$ cat src/yay0lz_pkg.sv
// Shared constants, codes and types of the Yay0 LZ decompressor.
package yay0lz_pkg;

    // History window; the depth must be a power of two.
    localparam int WINDOW_DEPTH = 4096;
    localparam int WIN_AW       = $clog2(WINDOW_DEPTH);

    // Bytes packed into one result beat.
    localparam int LANE_BYTES = 8;
    localparam int LANE_IW    = (LANE_BYTES > 1) ? $clog2(LANE_BYTES) : 1;

    // Fixed field widths.
    localparam int DATA_W     = 64;
    localparam int CNT_W      = 4;
    localparam int SIZE_W     = 24;
    localparam int FLAG_W     = 32;
    localparam int LEFT_W     = 6;
    localparam int LEN_W      = 9;
    localparam int S_TDATA_W  = 64;
    localparam int M_TDATA_W  = 72;

    localparam logic [SIZE_W-1:0] PRODUCED_MAX = {SIZE_W{1'b1}};

    // Item kinds carried in s_tuser.
    localparam logic OP_MASK  = 1'b0;
    localparam logic OP_TOKEN = 1'b1;

    typedef enum logic {
        ST_IDLE,
        ST_COPY
    } seq_state_t;

    typedef struct packed {
        logic              operation;
        logic [FLAG_W-1:0] mask_word;
        logic [7:0]        literal_byte;
        logic [15:0]       link_code;
        logic [7:0]        count_byte;
    } in_item_t;

    // One byte handed from the sequencer to the write-back and packing stage.
    typedef struct packed {
        logic               valid;
        logic               use_lit;
        logic [7:0]         lit;
        logic [WIN_AW-1:0]  raddr;
        logic [WIN_AW-1:0]  waddr;
        logic               rd_ok;
        logic [LANE_IW-1:0] lane;
        logic               complete;
        logic               last;
    } issue_t;

endpackage

$ cat src/yay0lz_pack.sv
// Write-back stage: forwards read data, writes the history, packs bytes into result beats.
module yay0lz_pack (
    input  logic                                aclk,
    input  logic                                aresetn,
    input  yay0lz_pkg::issue_t                  issue,
    input  logic                                miss_req,
    input  logic [7:0]                          ram_rdata,
    input  logic [yay0lz_pkg::SIZE_W-1:0]       decoded_size,
    output logic                                ram_we,
    output logic [yay0lz_pkg::WIN_AW-1:0]       ram_waddr,
    output logic [7:0]                          ram_wdata,
    output logic                                out_free_next,
    output logic                                m_tvalid,
    input  logic                                m_tready,
    output logic [yay0lz_pkg::DATA_W-1:0]       out_data,
    output logic [yay0lz_pkg::CNT_W-1:0]        out_count,
    output logic                                out_last,
    output logic                                out_finished,
    output logic                                out_missing
);

    localparam logic [yay0lz_pkg::SIZE_W-1:0] PRODUCED_MAX_L = yay0lz_pkg::PRODUCED_MAX;

    yay0lz_pkg::issue_t b_reg;
    logic               fwd_hit_reg, fwd_hit_next;
    logic [7:0]         fwd_data_reg;

    logic [yay0lz_pkg::LANE_BYTES-1:0][7:0] acc_reg, acc_next, lanes_cur;
    logic [yay0lz_pkg::SIZE_W-1:0]          produced_reg, produced_next;

    logic                              m_valid_reg, m_valid_next;
    logic [yay0lz_pkg::DATA_W-1:0]     m_data_reg, m_data_next;
    logic [yay0lz_pkg::CNT_W-1:0]      m_count_reg, m_count_next;
    logic                              m_last_reg, m_last_next;
    logic                              m_fin_reg, m_fin_next;
    logic                              m_miss_reg, m_miss_next;

    logic [7:0] cur_byte;
    logic       beat_load;

    always_comb begin
        if (b_reg.use_lit) begin
            cur_byte = b_reg.lit;
        end else if (fwd_hit_reg) begin
            cur_byte = fwd_data_reg;
        end else if (b_reg.rd_ok) begin
            cur_byte = ram_rdata;
        end else begin
            cur_byte = 8'd0;
        end

        ram_we    = b_reg.valid;
        ram_waddr = b_reg.waddr;
        ram_wdata = cur_byte;

        // The RAM returns old data when read and written at once, so take the new byte.
        fwd_hit_next = b_reg.valid && issue.valid && !issue.use_lit &&
                       (issue.raddr == b_reg.waddr);

        out_free_next = (!m_valid_reg || m_tready) && !(b_reg.valid && b_reg.complete);

        if (b_reg.valid && (produced_reg != PRODUCED_MAX_L)) begin
            produced_next = produced_reg + yay0lz_pkg::SIZE_W'(1);
        end else begin
            produced_next = produced_reg;
        end

        lanes_cur = acc_reg;
        if (b_reg.valid) begin
            lanes_cur[b_reg.lane] = cur_byte;
        end
        beat_load = b_reg.valid && b_reg.complete;
        acc_next  = beat_load ? '0 : lanes_cur;

        m_valid_next = m_valid_reg && !m_tready;
        m_data_next  = m_data_reg;
        m_count_next = m_count_reg;
        m_last_next  = m_last_reg;
        m_fin_next   = m_fin_reg;
        m_miss_next  = m_miss_reg;
        if (beat_load) begin
            m_valid_next = 1'b1;
            m_data_next  = yay0lz_pkg::DATA_W'(lanes_cur);
            m_count_next = yay0lz_pkg::CNT_W'(b_reg.lane) + yay0lz_pkg::CNT_W'(1);
            m_last_next  = b_reg.last;
            m_fin_next   = (produced_next >= decoded_size);
            m_miss_next  = 1'b0;
        end else if (miss_req) begin
            m_valid_next = 1'b1;
            m_data_next  = '0;
            m_count_next = '0;
            m_last_next  = 1'b1;
            m_fin_next   = (produced_reg >= decoded_size);
            m_miss_next  = 1'b1;
        end
    end

    always_ff @(posedge aclk) begin
        if (!aresetn) begin
            b_reg        <= '0;
            fwd_hit_reg  <= 1'b0;
            acc_reg      <= '0;
            produced_reg <= '0;
            m_valid_reg  <= 1'b0;
        end else begin
            b_reg        <= issue;
            fwd_hit_reg  <= fwd_hit_next;
            acc_reg      <= acc_next;
            produced_reg <= produced_next;
            m_valid_reg  <= m_valid_next;
        end
    end

    always_ff @(posedge aclk) begin
        fwd_data_reg <= cur_byte;
        m_data_reg   <= m_data_next;
        m_count_reg  <= m_count_next;
        m_last_reg   <= m_last_next;
        m_fin_reg    <= m_fin_next;
        m_miss_reg   <= m_miss_next;
    end

    assign m_tvalid     = m_valid_reg;
    assign out_data     = m_data_reg;
    assign out_count    = m_count_reg;
    assign out_last     = m_last_reg;
    assign out_finished = m_fin_reg;
    assign out_missing  = m_miss_reg;

endmodule

$ cat config.mk
export PLATFORM = sky130hd
export DESIGN_NAME = yay0lz_pack
export DESIGN_NICKNAME = d
export VERILOG_FILES = /design/src/yay0lz_pkg.sv /design/src/yay0lz_pack.sv
export SDC_FILE = /design/constraint.sdc
export NUM_CORES = 1
export LEC_CHECK = 0
export BUFFER_PORTS_ARGS = -buffer_cell sky130_fd_sc_hd__buf_4
export CORE_MARGIN = 3
export CORE_UTILIZATION = 40
export DETAILED_ROUTE_END_ITERATION = 10
export SYNTH_ARGS = -nofsm -noshare
export SYNTH_HDL_FRONTEND = slang
export SYNTH_SLANG_ARGS = --single-unit
$ cat constraint.sdc
create_clock -name aclk -period 3.1 [get_ports aclk]
set_clock_uncertainty 0.1 [all_clocks]
set_input_delay 0 -clock aclk [delete_from_list [all_inputs] [get_ports aclk]]
set_output_delay 0 -clock aclk [all_outputs]
set_load 0.005 [all_outputs]
Yosys cells after proc, flatten, opt, wreduce, memory -nomap -nowiden
Cells that the tools add are included.
- word-level logic and storage cells: 67
- bits of input ports: 76
- flip-flop bits (word level): 197
- output and inout port bits: 94
- bitwise logic cells: 1
- order comparisons: 4
- eq/ne operators: 2
- reductions and logical operators: 15
- add/subtract/negate cells: 2
- muxes and demuxes: 18
- operators by type and width (cell ; count):
    two-way mux 64 bit ; 3
    bitwise mux 64 bit ; 1
    greater-or-equal comparator 24 bit ; 2
    two-way mux 8 bit ; 4
    adder 24 x 1 -> 24 bit, second input constant ; 1
    demux 8 bit (select 3 bit) ; 1
    two-way mux 24 bit ; 1
    inequality test 24 bit, second input constant ; 1
    equality test 12 bit ; 1
    logical AND 1 bit ; 8
    two-way mux 4 bit ; 2
    two-way mux 1 bit ; 6
    adder 3 x 1 -> 4 bit, second input constant ; 1
    logical NOT 1 bit ; 4
    < comparator 3 x 4 -> 1 bit, second input constant ; 1
    greater-or-equal comparator 3 x 1 -> 1 bit, second input constant ; 1
    nonzero test 2 bit ; 1
    OR reduction 2 bit ; 1
    logical OR 1 bit ; 1
    NOT 1 bit ; 1

Longest topological paths before layout
- word-level depth: 7
- gate-level depth with buffers: 12
- mapped depth without buffers: 12

Worst setup path before layout
No wires, ideal clock.
- path type: register to register
- from: register b_reg, in the netlist ram_we
- to: register m_count_reg, in the netlist out_count[0], enable pin
- data required time: 2.273 ns
- buffers on the path: 4
- path slack: -0.283 ns
- library setup time: 0.727 ns
- clock period less this slack: 3.383 ns
- stages on the path, launching flop included: 7
- arrival: 2.556 ns
- path through: dfxtp_1 clkbuf_2 buf_2 nand2_1 clkbuf_1 clkbuf_1 nand2_1
- word-level cells in the longest chain between the ends: 2
- ends and longest elaborated chain (element ; line ; text):
    from (decl) ; yay0lz_pack.sv:24 ; yay0lz_pkg::issue_t b_reg;
    from (signal assigned) ; yay0lz_pack.sv:106 ; b_reg <= issue;
    logical AND 1 bit ; yay0lz_pack.sv:72 ; beat_load = b_reg.valid && b_reg.complete;
    nonzero test 2 bit (no line) ; n/a ;
    to (signal assigned) ; yay0lz_pack.sv:117 ; m_count_reg <= m_count_next;
    to (decl) ; yay0lz_pack.sv:33 ; logic [yay0lz_pkg::CNT_W-1:0] m_count_reg, m_count_next;
No other way between the ends.
A chain may end at the register's enable or synchronous reset.

Final worst setup path
- from: register produced_reg[1] in the netlist's numbering
- to: register m_fin_reg, in the netlist out_finished, data pin
- word-level cells in the longest chain between the ends: 5
- elaborated cells on any way between the ends: 8
- classes of those cells: add/sub (1); order compare (2); eq/ne (1); mux (3); reduce/logical (1)
- ends and longest elaborated chain (element ; line ; text):
    from (decl) ; yay0lz_pack.sv:29 ; logic [yay0lz_pkg::SIZE_W-1:0] produced_reg, produced_next;
    from (signal assigned) ; yay0lz_pack.sv:109 ; produced_reg <= produced_next;
    parallel branches: the longest is 2 deep, another holds adder 24 x 1 -> 24 bit ; n/a ;
    two-way mux 24 bit * ; yay0lz_pack.sv:62 ; if (b_reg.valid && (produced_reg != PRODUCED_MAX_L)) begin
    named net produced_next, one bit ; yay0lz_pack.sv:29 ;
    greater-or-equal comparator 24 bit * ; yay0lz_pack.sv:86 ; m_fin_next = (produced_next >= decoded_size);
    two-way mux 1 bit * ; yay0lz_pack.sv:81 ; if (beat_load) begin
    named net m_fin_next ; yay0lz_pack.sv:35 ; logic m_fin_reg, m_fin_next;
    to (signal assigned) ; yay0lz_pack.sv:119 ; m_fin_reg <= m_fin_next;
    to (decl) ; yay0lz_pack.sv:35 ;
Mark *: on every way through the listed nets, which the timed path passes. The select of a mux whose other input is x is not followed.

==> flow_metrics.env <==
export IMPL_dpl_hpwl_mm=14.38
export IMPL_worst_pin_slew_ns=1.045
export IMPL_number_of_flops_mapped_to_enable_cells_by_yosys=70
export IMPL_synthDistinctLibCells=55
export IMPL_synth_warnings=0
export IMPL_numPlacedInstances=1212
export IMPL_post_route_util_pct=54.79
export IMPL_via_count=6254
export IMPL_clock_root_buffer="sky130_fd_sc_hd__clkbuf_16"
export IMPL_share_of_layout_cells_above_drive_strength_1_pct=27.61
export IMPL_hold_start="ram_rdata[0]"
export IMPL_irDropWorstVdd_v=0.0003677
export IMPL_first_iter_violations=330
export IMPL_setup_violations=0
export IMPL_syn_num_nets=918
export IMPL_gr_total_overflow=0
export IMPL_hold_path_depth=3
export IMPL_grt_antenna_before_repair=0
export IMPL_row_count=52
export IMPL_grt_max_degree=71
export IMPL_path_class="flip-flop to flip-flop"
export IMPL_avgViaCountPerCell=4.871
export IMPL_r2r_cells=11
export IMPL_rsz_0062_raised_after_global_routing="true"
export IMPL_cts_buffer_depth=2
export IMPL_synth_cells=792
export IMPL_post_route_min_period_ns=2.999
export IMPL_synth_yosys_seq_area_share_pct=54.36
export IMPL_place_congestion=0.8217
export IMPL_achievable_frequency_mhz=333.5
export IMPL_min_delay_path_class="primary input to flip-flop"
export IMPL_htreeDepth=4
export IMPL_core_area_sq_um=20620
export IMPL_worstSetupStartpointType="flip-flop"
export IMPL_status="finished, final reports clean"
export IMPL_clkLatencyLatePin_ns=0.43
export IMPL_nets=1127
export IMPL_yosysMostFrequentCell="sky130_fd_sc_hd__nor2_1"
export IMPL_synthArstFlopShare_pct=0
export IMPL_p_total_mw=5.498
export IMPL_cts_sinks=197
export IMPL_non_filler_instance_count_after_layout=1284
export IMPL_timing_final_hold_violations=0
export IMPL_detail_route_wirelength_mm=20.79
export IMPL_floorplan_initialDensity_pct=41.43
export IMPL_area_sequential_sq_um=4657
export IMPL_ant_nets=0
export IMPL_wire_per_inst_microns=16.19
export IMPL_area_growth_syn_to_layout_pct=32.24
export IMPL_drc=0
export IMPL_synth_flop_cell="sky130_fd_sc_hd__dfxtp_1"
export IMPL_post_route_hold_slack_ns=0.08516
export IMPL_fill_cells=1833
export IMPL_critPathArrivalTime_ns=3.20
export IMPL_crit_reg2reg_launch="produced_reg[1]$_SDFF_PN0_"
export IMPL_finish_instance_area_sq_um=11300
export IMPL_chipWidth_microns=152.2
export IMPL_area_enclosed_by_the_die_boundary_sq_um=23150
export IMPL_cts_buffers=17
export IMPL_tritoncts="yes"
export IMPL_global_route_wire_length_before_repair_mm=33.62
export IMPL_via_count_of_the_first_global_routing_pass=6280
export IMPL_timing_critical_path_required_ns=3.30
export IMPL_post_route_period_util_pct=96.74
export IMPL_port_buffers=169
export IMPL_p_per_area_nw_per_um2=486.6
export IMPL_path_max_fanout=6
export IMPL_synth_largest_area_cell="sky130_fd_sc_hd__dfxtp_1"
export IMPL_regToRegEndpoint="out_finished$_DFFE_PP_"
export IMPL_holdPathEnd="fwd_data_reg[0]$_DFF_P_"
export IMPL_slew_viol_final=0
export IMPL_cp_end_kind="flip-flop"
export IMPL_synth_cell_area_sq_um=8544
export IMPL_gr_usage_all_layers_pct=18.04
export IMPL_synth_commonest_cells="145 x sky130_fd_sc_hd__nor2_1, 127 x sky130_fd_sc_hd__dfxtp_1, 70 x sky130_fd_sc_hd__edfxtp_1"
export IMPL_ys_ff_latch=197
export IMPL_drtPass1Iterations=4
export IMPL_netlist_area_leader_share_pct=29.76
export IMPL_detailed_place_area_sq_um=10150
export IMPL_ios=170
export IMPL_multi_input_comb_area_sq_um=3697
export IMPL_max_slew_margin_rel_pct=29.89
export IMPL_insertedDiodeCount=0
export IMPL_synthTopCellsByArea="sky130_fd_sc_hd__dfxtp_1 30%, sky130_fd_sc_hd__edfxtp_1 25%, sky130_fd_sc_hd__mux2i_1 7.7%, sky130_fd_sc_hd__ha_1 7.3%, sky130_fd_sc_hd__nor2_1 6.4%"
export IMPL_post_synth_cell_area_avg_sq_um=10.79
export IMPL_maxCapViolations=0
export IMPL_regToRegSetupSlack_ns=0.10
export IMPL_clk_pin_slew_ns=0.07
export IMPL_die_h_microns=152.2
export IMPL_lkg_pwr_nw=4.971
## layout by cell type, fill, tap and decap left out, drive strengths merged, types with 13 or more instances in the layout
cell,count
edfxtp,70
nand4,21
buf,201
nor2,145
nand3,17
inv,34
o21ai,14
clkbuf,19
dfxtp,127
xnor2,21
and2,52
xor2,13
nand2,28
ha,50
dlygate4sd3,37
a21oi,23
mux2i,66
## where the power goes
part | leakage (nW) | switching [mW] | internal, mW | total [mW]
Clock | 0.298 | 1.10 | 1.16 | 2.26
Combinational | 2.91 | 0.216 | 0.234 | 0.450
Sequential | 1.76 | 0.0408 | 2.74 | 2.79
## worst max-delay path by stage
stage / from / endpoint / slack (ns) / cells after the start
final: produced_reg[1]$_SDFF_PN0_ / out_finished$_DFFE_PP_ / 0.10 / 11
after detailed placement: produced_reg[1]$_SDFF_PN0_ / out_finished$_DFFE_PP_ / -0.05 / 11
after global routing: produced_reg[0]$_SDFF_PN0_ / out_finished$_DFFE_PP_ / -0.04 / 11
after CTS: produced_reg[1]$_SDFF_PN0_ / out_finished$_DFFE_PP_ / 0.03 / 11
after global placement: produced_reg[1]$_SDFF_PN0_ / out_finished$_DFFE_PP_ / 0.1 / 11
after floorplan: produced_reg[0]$_SDFF_PN0_ / out_finished$_DFFE_PP_ / 0.20 / 11
## metal layers
metal	share of wire, %	global-route usage [%]	wire length [microns]
met1	47	24.54	9825
met2	47	29.28	9694
met3	5.4	4.715	1129
met4	0.66	3.724	138
met5	0	0	0
## repair_timing
action	4_1_cts	5_1_grt
setup buffers	0	3
gates resized for setup	1	32
hold buffers	37	0
pin swaps	0	17
setup endpoints to repair	1	1
endpoints found under the hold margin	33	0
## layout make-up
cell class	instances	area share, %
Clock buffer	19	4.108
Clock inverter	13	1.373
Inverter	28	0.9301
Multi-Input combinational cell	519	32.72
Sequential cell	197	41.21
Tap cell	270	2.990
Timing Repair Buffer	238	16.66
## per-stage QoR
step | TNS (ns) | worst slack, ns
floorplan | 0 | 0.1966
global placement | 0 | 0.09695
detailed placement | -0.04698 | -0.04698
CTS | 0 | 0.02934
global route | -0.03926 | -0.03926
finish | 0 | 0.1011
## cell families after synthesis
group / after synthesis / synth area share (%)
simple gates: 300 / 17.48
flops: 197 / 54.36
buf+inv: 76 / 3.968
compound gates: 68 / 5.520
mux: 67 / 7.863
fa+ha+maj: 50 / 7.322
xor+xnor: 34 / 3.485
## worst max-delay path, stage by stage, from the launching register on
cell	delay (ns)
sky130_fd_sc_hd__dfxtp_4	0.39
sky130_fd_sc_hd__ha_4	0.15
sky130_fd_sc_hd__and4_1	0.27
sky130_fd_sc_hd__and4_4	0.30
sky130_fd_sc_hd__nand4_1	0.12
sky130_fd_sc_hd__xnor2_1	0.16
sky130_fd_sc_hd__ha_1	0.33
sky130_fd_sc_hd__nand4_1	0.19
sky130_fd_sc_hd__nor3_4	0.33
sky130_fd_sc_hd__nand2_2	0.10
sky130_fd_sc_hd__a311oi_2	0.27
sky130_fd_sc_hd__o32a_1	0.18
Note: power is estimated with default switching activity, not from simulation.
