**config.mk**
```make
export PLATFORM = sky130hd
export DESIGN_NAME = yay0lz_seq
export DESIGN_NICKNAME = d
export VERILOG_FILES = /design/src/yay0lz_pkg.sv /design/src/yay0lz_seq.sv
export SDC_FILE = /design/constraint.sdc
export NUM_CORES = 1
export LEC_CHECK = 0
export ABC_AREA = 0
export ABC_CLOCK_PERIOD_IN_PS = 2400
export BUFFER_PORTS_ARGS = -buffer_cell sky130_fd_sc_hd__buf_4
export CAP_MARGIN = 10
export CORE_AREA = 5 5 137 106
export CTS_CLUSTER_SIZE = 40
export DETAILED_ROUTE_END_ITERATION = 6
export DIE_AREA = 0 0 142 111
export GPL_ROUTABILITY_DRIVEN = 0
export PLACE_DENSITY = 0.65
export REMOVE_ABC_BUFFERS = 1
export SYNTH_ARGS = -nofsm -noshare
export SYNTH_HDL_FRONTEND = slang
export SYNTH_SLANG_ARGS = --single-unit
```
**constraint.sdc**
```tcl
create_clock -name aclk -period 2.4 [get_ports aclk]
set_input_delay 0.24 -clock aclk [delete_from_list [all_inputs] [get_ports aclk]]
set_output_delay 0.24 -clock aclk [all_outputs]
set_load 0.005 [all_outputs]
```
**src/yay0lz_pkg.sv**
```systemverilog
// Shared constants, codes and types of the Yay0 LZ decompressor.
package yay0lz_pkg;

    // History window; the depth must be a power of two.
    localparam int WINDOW_DEPTH = 4096;
    localparam int WIN_AW       = $clog2(WINDOW_DEPTH);

    // Bytes packed into one result beat.
    localparam int LANE_BYTES = 8;
    localparam int LANE_IW    = (LANE_BYTES > 1) ? $clog2(LANE_BYTES) : 1;

    // Fixed field widths.
    localparam int DATA_W     = 64;
    localparam int CNT_W      = 4;
    localparam int SIZE_W     = 24;
    localparam int FLAG_W     = 32;
    localparam int LEFT_W     = 6;
    localparam int LEN_W      = 9;
    localparam int S_TDATA_W  = 64;
    localparam int M_TDATA_W  = 72;

    localparam logic [SIZE_W-1:0] PRODUCED_MAX = {SIZE_W{1'b1}};

    // Item kinds carried in s_tuser.
    localparam logic OP_MASK  = 1'b0;
    localparam logic OP_TOKEN = 1'b1;

    typedef enum logic {
        ST_IDLE,
        ST_COPY
    } seq_state_t;

    typedef struct packed {
        logic              operation;
        logic [FLAG_W-1:0] mask_word;
        logic [7:0]        literal_byte;
        logic [15:0]       link_code;
        logic [7:0]        count_byte;
    } in_item_t;

    // One byte handed from the sequencer to the write-back and packing stage.
    typedef struct packed {
        logic               valid;
        logic               use_lit;
        logic [7:0]         lit;
        logic [WIN_AW-1:0]  raddr;
        logic [WIN_AW-1:0]  waddr;
        logic               rd_ok;
        logic [LANE_IW-1:0] lane;
        logic               complete;
        logic               last;
    } issue_t;

endpackage

```
**src/yay0lz_seq.sv**
```systemverilog
// Token decoder and copy sequencer: flag bits, write pointer and history reads.
module yay0lz_seq (
    input  logic                aclk,
    input  logic                aresetn,
    input  logic                s_tvalid,
    output logic                s_tready,
    input  yay0lz_pkg::in_item_t item,
    input  logic                out_free_next,
    output yay0lz_pkg::issue_t  issue,
    output logic                miss_req,
    output logic                busy
);

    localparam int CALC_W = (yay0lz_pkg::WIN_AW > 13) ? yay0lz_pkg::WIN_AW : 13;
    localparam logic [yay0lz_pkg::LANE_IW-1:0] LANE_LAST =
        yay0lz_pkg::LANE_IW'(yay0lz_pkg::LANE_BYTES - 1);
    localparam logic [yay0lz_pkg::WIN_AW-1:0] WIN_LAST =
        yay0lz_pkg::WIN_AW'(yay0lz_pkg::WINDOW_DEPTH - 1);

    yay0lz_pkg::seq_state_t state_reg, state_next;

    logic [yay0lz_pkg::FLAG_W-1:0]  flag_reg, flag_next;
    logic [yay0lz_pkg::LEFT_W-1:0]  left_reg, left_next;
    logic [yay0lz_pkg::WIN_AW-1:0]  wp_reg, wp_next;
    logic                           wrapped_reg, wrapped_next;
    logic [yay0lz_pkg::WIN_AW-1:0]  rd_reg, rd_next;
    logic [yay0lz_pkg::LEN_W-1:0]   rem_reg, rem_next;
    logic [yay0lz_pkg::LANE_IW-1:0] lane_reg, lane_next;

    logic                          accept;
    logic                          is_token;
    logic                          no_flags;
    logic                          flag_top;
    logic [CALC_W-1:0]             link_dist;
    logic [3:0]                    nibble;
    logic [yay0lz_pkg::LEN_W-1:0]  copy_len;
    logic [yay0lz_pkg::WIN_AW-1:0] copy_rd;
    logic                          cp_complete;
    logic                          cp_go;

    always_comb begin
        accept    = s_tvalid && s_tready;
        is_token  = (item.operation == yay0lz_pkg::OP_TOKEN);
        no_flags  = (left_reg == '0);
        flag_top  = flag_reg[yay0lz_pkg::FLAG_W-1];
        link_dist = CALC_W'(item.link_code[11:0]) + CALC_W'(1);
        nibble    = item.link_code[15:12];
        if (nibble == 4'd0) begin
            copy_len = yay0lz_pkg::LEN_W'(item.count_byte) + yay0lz_pkg::LEN_W'(18);
        end else begin
            copy_len = yay0lz_pkg::LEN_W'(nibble) + yay0lz_pkg::LEN_W'(2);
        end
        // The window is a power of two, so the modulo is a plain truncation.
        copy_rd     = yay0lz_pkg::WIN_AW'(CALC_W'(wp_reg) - link_dist);
        cp_complete = (lane_reg == LANE_LAST) || (rem_reg == yay0lz_pkg::LEN_W'(1));
        // A byte that closes a beat may only go out if the output register frees up.
        cp_go       = (state_reg == yay0lz_pkg::ST_COPY) && (!cp_complete || out_free_next);
    end

    always_comb begin
        state_next = state_reg;
        case (state_reg)
            yay0lz_pkg::ST_IDLE: begin
                if (accept && is_token && !no_flags && !flag_top) begin
                    state_next = yay0lz_pkg::ST_COPY;
                end
            end
            yay0lz_pkg::ST_COPY: begin
                if (cp_go && (rem_reg == yay0lz_pkg::LEN_W'(1))) begin
                    state_next = yay0lz_pkg::ST_IDLE;
                end
            end
            default: begin
                state_next = yay0lz_pkg::ST_IDLE;
            end
        endcase
    end

    always_comb begin
        flag_next    = flag_reg;
        left_next    = left_reg;
        wp_next      = wp_reg;
        wrapped_next = wrapped_reg;
        rd_next      = rd_reg;
        rem_next     = rem_reg;
        lane_next    = lane_reg;
        issue        = '0;
        miss_req     = 1'b0;
        s_tready     = 1'b0;
        busy         = 1'b0;
        case (state_reg)
            yay0lz_pkg::ST_IDLE: begin
                s_tready = out_free_next;
                if (accept) begin
                    if (!is_token) begin
                        flag_next = item.mask_word;
                        left_next = yay0lz_pkg::LEFT_W'(yay0lz_pkg::FLAG_W);
                    end else if (no_flags) begin
                        miss_req = 1'b1;
                    end else begin
                        flag_next = flag_reg << 1;
                        left_next = left_reg - yay0lz_pkg::LEFT_W'(1);
                        if (flag_top) begin
                            issue.valid    = 1'b1;
                            issue.use_lit  = 1'b1;
                            issue.lit      = item.literal_byte;
                            issue.waddr    = wp_reg;
                            issue.complete = 1'b1;
                            issue.last     = 1'b1;
                            wp_next        = wp_reg + yay0lz_pkg::WIN_AW'(1);
                            wrapped_next   = wrapped_reg || (wp_reg == WIN_LAST);
                        end else begin
                            rd_next   = copy_rd;
                            rem_next  = copy_len;
                            lane_next = '0;
                        end
                    end
                end
            end
            yay0lz_pkg::ST_COPY: begin
                busy = 1'b1;
                if (cp_go) begin
                    issue.valid    = 1'b1;
                    issue.raddr    = rd_reg;
                    issue.waddr    = wp_reg;
                    // Entries not yet written since reset read as zero.
                    issue.rd_ok    = wrapped_reg || (rd_reg < wp_reg);
                    issue.lane     = lane_reg;
                    issue.complete = cp_complete;
                    issue.last     = (rem_reg == yay0lz_pkg::LEN_W'(1));
                    wp_next        = wp_reg + yay0lz_pkg::WIN_AW'(1);
                    wrapped_next   = wrapped_reg || (wp_reg == WIN_LAST);
                    rd_next        = rd_reg + yay0lz_pkg::WIN_AW'(1);
                    rem_next       = rem_reg - yay0lz_pkg::LEN_W'(1);
                    lane_next      = cp_complete ? '0 : lane_reg + yay0lz_pkg::LANE_IW'(1);
                end
            end
            default: begin
            end
        endcase
    end

    always_ff @(posedge aclk) begin
        if (!aresetn) begin
            state_reg   <= yay0lz_pkg::ST_IDLE;
            flag_reg    <= '0;
            left_reg    <= '0;
            wp_reg      <= '0;
            wrapped_reg <= 1'b0;
            rd_reg      <= '0;
            rem_reg     <= '0;
            lane_reg    <= '0;
        end else begin
            state_reg   <= state_next;
            flag_reg    <= flag_next;
            left_reg    <= left_next;
            wp_reg      <= wp_next;
            wrapped_reg <= wrapped_next;
            rd_reg      <= rd_next;
            rem_reg     <= rem_next;
            lane_reg    <= lane_next;
        end
    end

endmodule

```
* Yosys cells after proc, flatten, opt, wreduce, memory -nomap -nowiden
Index checks and enable logic that the tools add are counted.
Widths: inputs -> output; s select.
** Storage, ports and cells
- Register bits after elaboration :: 76
- Logic and storage cells :: 112
- Bits of input ports :: 69
- Output and inout port bits :: 43
** Cells by class
- $lt $le $gt $ge :: 1
- Equality and inequality tests :: 10
- Add/subtract/negate cells :: 9
- Muxes and demuxes :: 65
- Reduce and logical (&&, ||, !) cells :: 18
- Bitwise logic cells :: 1
** Operator list (number)
- $mux 12 :: 15
- $pmux 12 s2 :: 3
- $mux 32 :: 2
- $mux 9 :: 7
- $mux 10 :: 4
- $add 12x1->12 const B :: 3
- $mux 30 :: 1
- $mux 3 :: 6
- $pmux 9 s2 :: 1
- $mux 1 :: 14
- $eq 12x12->1 const B :: 1
- $lt 12x12->1 :: 1
- $mux 6 :: 2
- $ne 2x2->1 const B :: 6
- $sub 12x12->12 :: 1
- $reduce_and 5->1 :: 2
- $add 8x5->9 const B :: 1
- $eq 9x1->1 const B :: 1
- $sub 9x1->9 const B :: 1
- $mux 2 :: 4
- $logic_and 1x1->1 :: 6
- $logic_not 6->1 :: 1
- $pmux 1 s2 :: 3
- $pmux 3 s2 :: 1
- 12 further kinds :: 17

* Logic depth before layout (Yosys ltp)
- Depth after elaboration :: 8
- Gate-level depth with buffers :: 9
- Gate-level depth less buffers :: 9

* Least setup slack after synthesis
No wires, ideal clock.
- Path kind :: reg-to-reg
- From :: register wp_reg[0] in the netlist's numbering
- To :: register rd_reg[6] in the netlist's numbering
- Buffers on the path :: 0
- Slack :: 0.286 ns
- Period minus slack after synthesis :: 2.114 ns
- Data required time :: 2.272 ns
- Arrival :: 1.986 ns
- Stages on the path, launching flop included :: 9
- Library setup time :: 0.128 ns
- Path through :: dfxtp_1 ha_1 fa_1 a211oi_1 o21bai_1 a21oi_1 xnor2_1 a221oi_1 nor2_1
** Between the ends
- Longest elaborated chain between the ends :: 6
** RTL lines
- start: declaration :: RTL line yay0lz_seq.sv:24 : logic [yay0lz_pkg::WIN_AW-1:0] wp_reg, wp_next;
- start signal: assignment :: RTL line yay0lz_seq.sv:157 : wp_reg <= wp_next;
- $sub 12x12->12 :: RTL line yay0lz_seq.sv:54 : copy_rd = yay0lz_pkg::WIN_AW'(CALC_W'(wp_reg) - link_dist);
- $mux 12 :: RTL line yay0lz_seq.sv:103 : if (flag_top) begin
- $mux 12 :: RTL line yay0lz_seq.sv:98 : end else if (no_flags) begin
- $mux 12 :: RTL line yay0lz_seq.sv:95 : if (!is_token) begin
- $mux 12 :: RTL line yay0lz_seq.sv:94 : if (accept) begin
- $pmux 12 s2 :: RTL line yay0lz_seq.sv:91 : case (state_reg)
- end signal: assignment :: RTL line yay0lz_seq.sv:159 : rd_reg <= rd_next;
- end: declaration :: RTL line yay0lz_seq.sv:26 : logic [yay0lz_pkg::WIN_AW-1:0] rd_reg, rd_next;
Every way passes these cells. The select of a mux whose other input is x is not followed.
A chain may end at the register's enable or synchronous reset.

==> summary.md <==
| Metric | Value |
|---|---|
| Status | finished, final reports clean |
| Unrepaired setup endpoints after global routing | yes |
| Antenna cells | 0 |
| Placeable Area | 12900 µm² |
| WS Path Type | reg -> out |
| Hold Path Stages | 2 |
| Yosys Warn Count | 0 |
| Clock power frac | 42.1% |
| Vias/cell | 5.49 |
| Cell variety after synth | 61 |
| Sw Share | 27.6% |
| FF-to-FF Start | wp_reg[2] |
| Cts bufs inserted | 9 |
| Synth Instances | 633 |
| I/O pin count | 112 |
| VDD IR-drop max | 0.000369 V |
| Synth top area cells | dfxtp_1, ha_1, mux2i_1 |
| Overall Global Routing Usage | 19.2% |
| Chip width | 142 µm |
| Worst EP required | 2.16 ns |
| Worst setup EP type | output port |
| WP data arrival | 2.08 ns |
| Worst hold slack | 0.235 ns |
| Largest net degree at the start of global routing | 63 |
| Initial Util | 39.4% |
| CP Max Fanout | 11 |
| P&R area growth vs syn | 33.1% |
| Clk Tree Root Cell | clkbuf_16 |
| Synthesized area per cell | 8.03 µm² |
| Switch Pwr | 0.935 mW |
| CTS max path bufs | 2 |
| CTS H-tree depth | 3 |
| Setup WS pre-CTS | 0.0579 ns |
| Die H | 111 µm |
| Overall power | 3.38 mW |
| Total wire length | 15400 µm |
| CP Capture Point | issue[11] |
| Post-synth EDFFs | 0 |
| Clk_skew | 0.00775 ns |
| Final hold violation count | 0 |
| Buf/Inv on CP | 3 |
| Worst path top cell family by delay | buffers and inverters |
| Pint | 2.45 mW |
| Reg-to-Reg End | rd_reg[9] |
| Dominant synthesized flop cell | dfxtp_1 |
| Flop pwr share | 40.4% |
| Via count | 5107 |
| Cell Area, Placed | 6180 µm² |
| R2R depth | 8 |
| First-pass GRT wire length | 24700 µm |
| Clk_lat worst skew | 0.34 ns |
| PnR worst setup slack | 0.0796 ns |
| Worst min-delay path class | in -> reg |
| Slew Viols, Final | 0 |
| Slowest stage delay, CP | 0.33 ns |
| Tmin final | 2.32 ns |
| Final setup vio count | 0 |
| Flop2flop setup slack | 0.15 ns |
| Vias in the first global route | 4916 |
| # hold bufs at CTS | 0 |
| Crit-path cells | inv_2 > ha_1 > nor4b_4 > a21oi_4 > o21ai_4 > bufbuf_16 > a21oi_1 > buf_4 |
| Pwr per Cell Area | 501 nW/µm² |
| Layout cells sized above 1 | 27.5% |
| Routed length per instance | 16.5 µm |
| Slew at the pin with the worst max-slew slack | 0.653 ns |
| TritonCTS clock tree | done |
| DRC | 0 |
| Comb power frac | 17.5% |
| Post-route cell area | 6760 µm² |
| Clk slew on worst S/H paths | 0.06 ns |
| Post-synth top area cell | dfxtp_1 |
| CP Launch Type | flip-flop |
| Dpl hpwl | 11100 µm |
| WP depth | 8 |
| Critical Path Start | rem_reg[1] |
| Clk sinks | 76 |
| Post-Syn Area | 5080 µm² |
| CP max-delay cell | dfxtp_2 |
| Max reg flops | 32 |
| Slew headroom | 56.4% |
| Fin Setup TNS | 0 ns |
| Area of the die | 15800 µm² |
| # rows | 36 |
| Nets | 857 |
| Routed Antenna Nets | 0 |
| Max Clock Freq | 0.431 GHz |
| Initial DRC Count | 323 |
| Post-synthesis sequential area ratio | 29.9% |
| GR Overflow Total | 0 |
| Initial antenna violation count | 0 |
| #FFs+latches synth | 76 |
| Max-cap violations | 0 |
| Final period utilization | 96.7% |
| Top-area cell type share of the netlist area | 29.9% |
| Share of flip-flops with an asynchronous set or reset | 0% |
| Static leakage | 2.87 nW |
| Number of port buffers | 111 |
| Drt pass-1 iters | 4 |
-- power groups by stage --
stage	sequential [mW]	combinational [mW]	clock (mW)
after floorplan	1.39	0.306	0
after global placement	1.39	0.531	0
after detailed placement	1.39	0.546	0
after CTS	1.37	0.562	1.45
after global routing	1.37	0.654	1.51
final	1.37	0.591	1.43
-- synth_stat cells (all sizes together) (3+ instances only) --
cell     number
nor2         78
dfxtp        76
a21oi        56
a211oi       41
mux2i        36
o21ai        36
inv          35
nand2        34
ha           32
and3         26
clkbuf       22
buf          16
nand3        16
xnor2        15
nor3         12
nand4        10
nor4          9
a21o          8
xor2          8
and2          6
o22ai         6
o21bai        5
a2111oi       3
a221oi        3
a22oi         3
a31oi         3
nand4b        3
nor2b         3
or3           3
-- worst reg2reg max path: cells and delay by family, from the launching register on --
kind / cells / cell delay [ns]
adders and majority gates: 1 / 0.25
buffers and inverters: 1 / 0.16
DFF: 1 / 0.31
AOI/OAI and AO/OA: 5 / 1.21
xor gates and xnor gates: 1 / 0.17
-- cells by family (layout without fill, tap and decap cells) --
kind of cell,after synthesis,after routing,share of synthesized area (%)
simple gates,210,211,21.1
compound gates,182,182,23.7
flops,76,76,29.9
buf+inv,73,199,5.96
mux,36,36,7.09
fa+ha+maj,33,33,8.27
xor+xnor,23,23,3.96
-- final cells by class --
type,instances,area (µm²)
Inverter,35,131
Timing Repair Buffer,148,1180
Clock buffer,10,239
Fill cell,1270,6120
Sequential cell,76,1530
Clock inverter,6,71.3
Multi-Input combinational cell,485,3400
Tap cell,171,214
-- cells in the final DEF (no fill, tap or decap), types with 9 or more instances in the layout --
| master | n |
|---|---|
| o21ai_0 | 33 |
| nor3_1 | 12 |
| a21oi_1 | 48 |
| xnor2_1 | 15 |
| nor2_1 | 75 |
| dfxtp_1 | 70 |
| a211oi_1 | 40 |
| and3_1 | 23 |
| nand3_1 | 16 |
| inv_1 | 33 |
| mux2i_1 | 36 |
| nand2_1 | 32 |
| clkbuf_16 | 9 |
| ha_1 | 30 |
| buf_4 | 142 |
| nand4_1 | 10 |
-- timing repair --
| action | 4_1_cts | 5_1_grt |
|---|---|---|
| endpoints found under the hold margin | 0 | 0 |
| gates cloned | 1 | 1 |
| pin swaps | 4 | 9 |
| setup endpoints to repair | 6 | 32 |
| resized for setup | 7 | 30 |
| setup buffers | 8 | 4 |
-- metrics by stage --
step | instances | util [%]
2_1_floorplan | 595 | -
3_3_place_gp | 901 | 48.0
3_5_place_dp | 901 | 48.0
4_1_cts | 926 | 51.2
5_1_grt | 931 | 52.5
6_report | 931 | 52.5
-- worst min path at each step --
stage / startpoint / end
6_report: aresetn / rem_reg[0]
3_5_place_dp: wrapped_reg / wrapped_reg
4_1_cts: item[53] / flag_reg[21]
2_1_floorplan: aresetn / rd_reg[10]
3_3_place_gp: wrapped_reg / wrapped_reg
5_1_grt: aresetn / rem_reg[0]
-- routing by layer --
metal,vias to the layer above,wire length [µm],track usage (%)
met5,-,0,0
met4,0,148,3.90
met3,13,1370,6.60
met2,175,6880,29.7
met1,2362,7000,25.9
li1,2557,-,-
(Power assumes the default switching activity.)
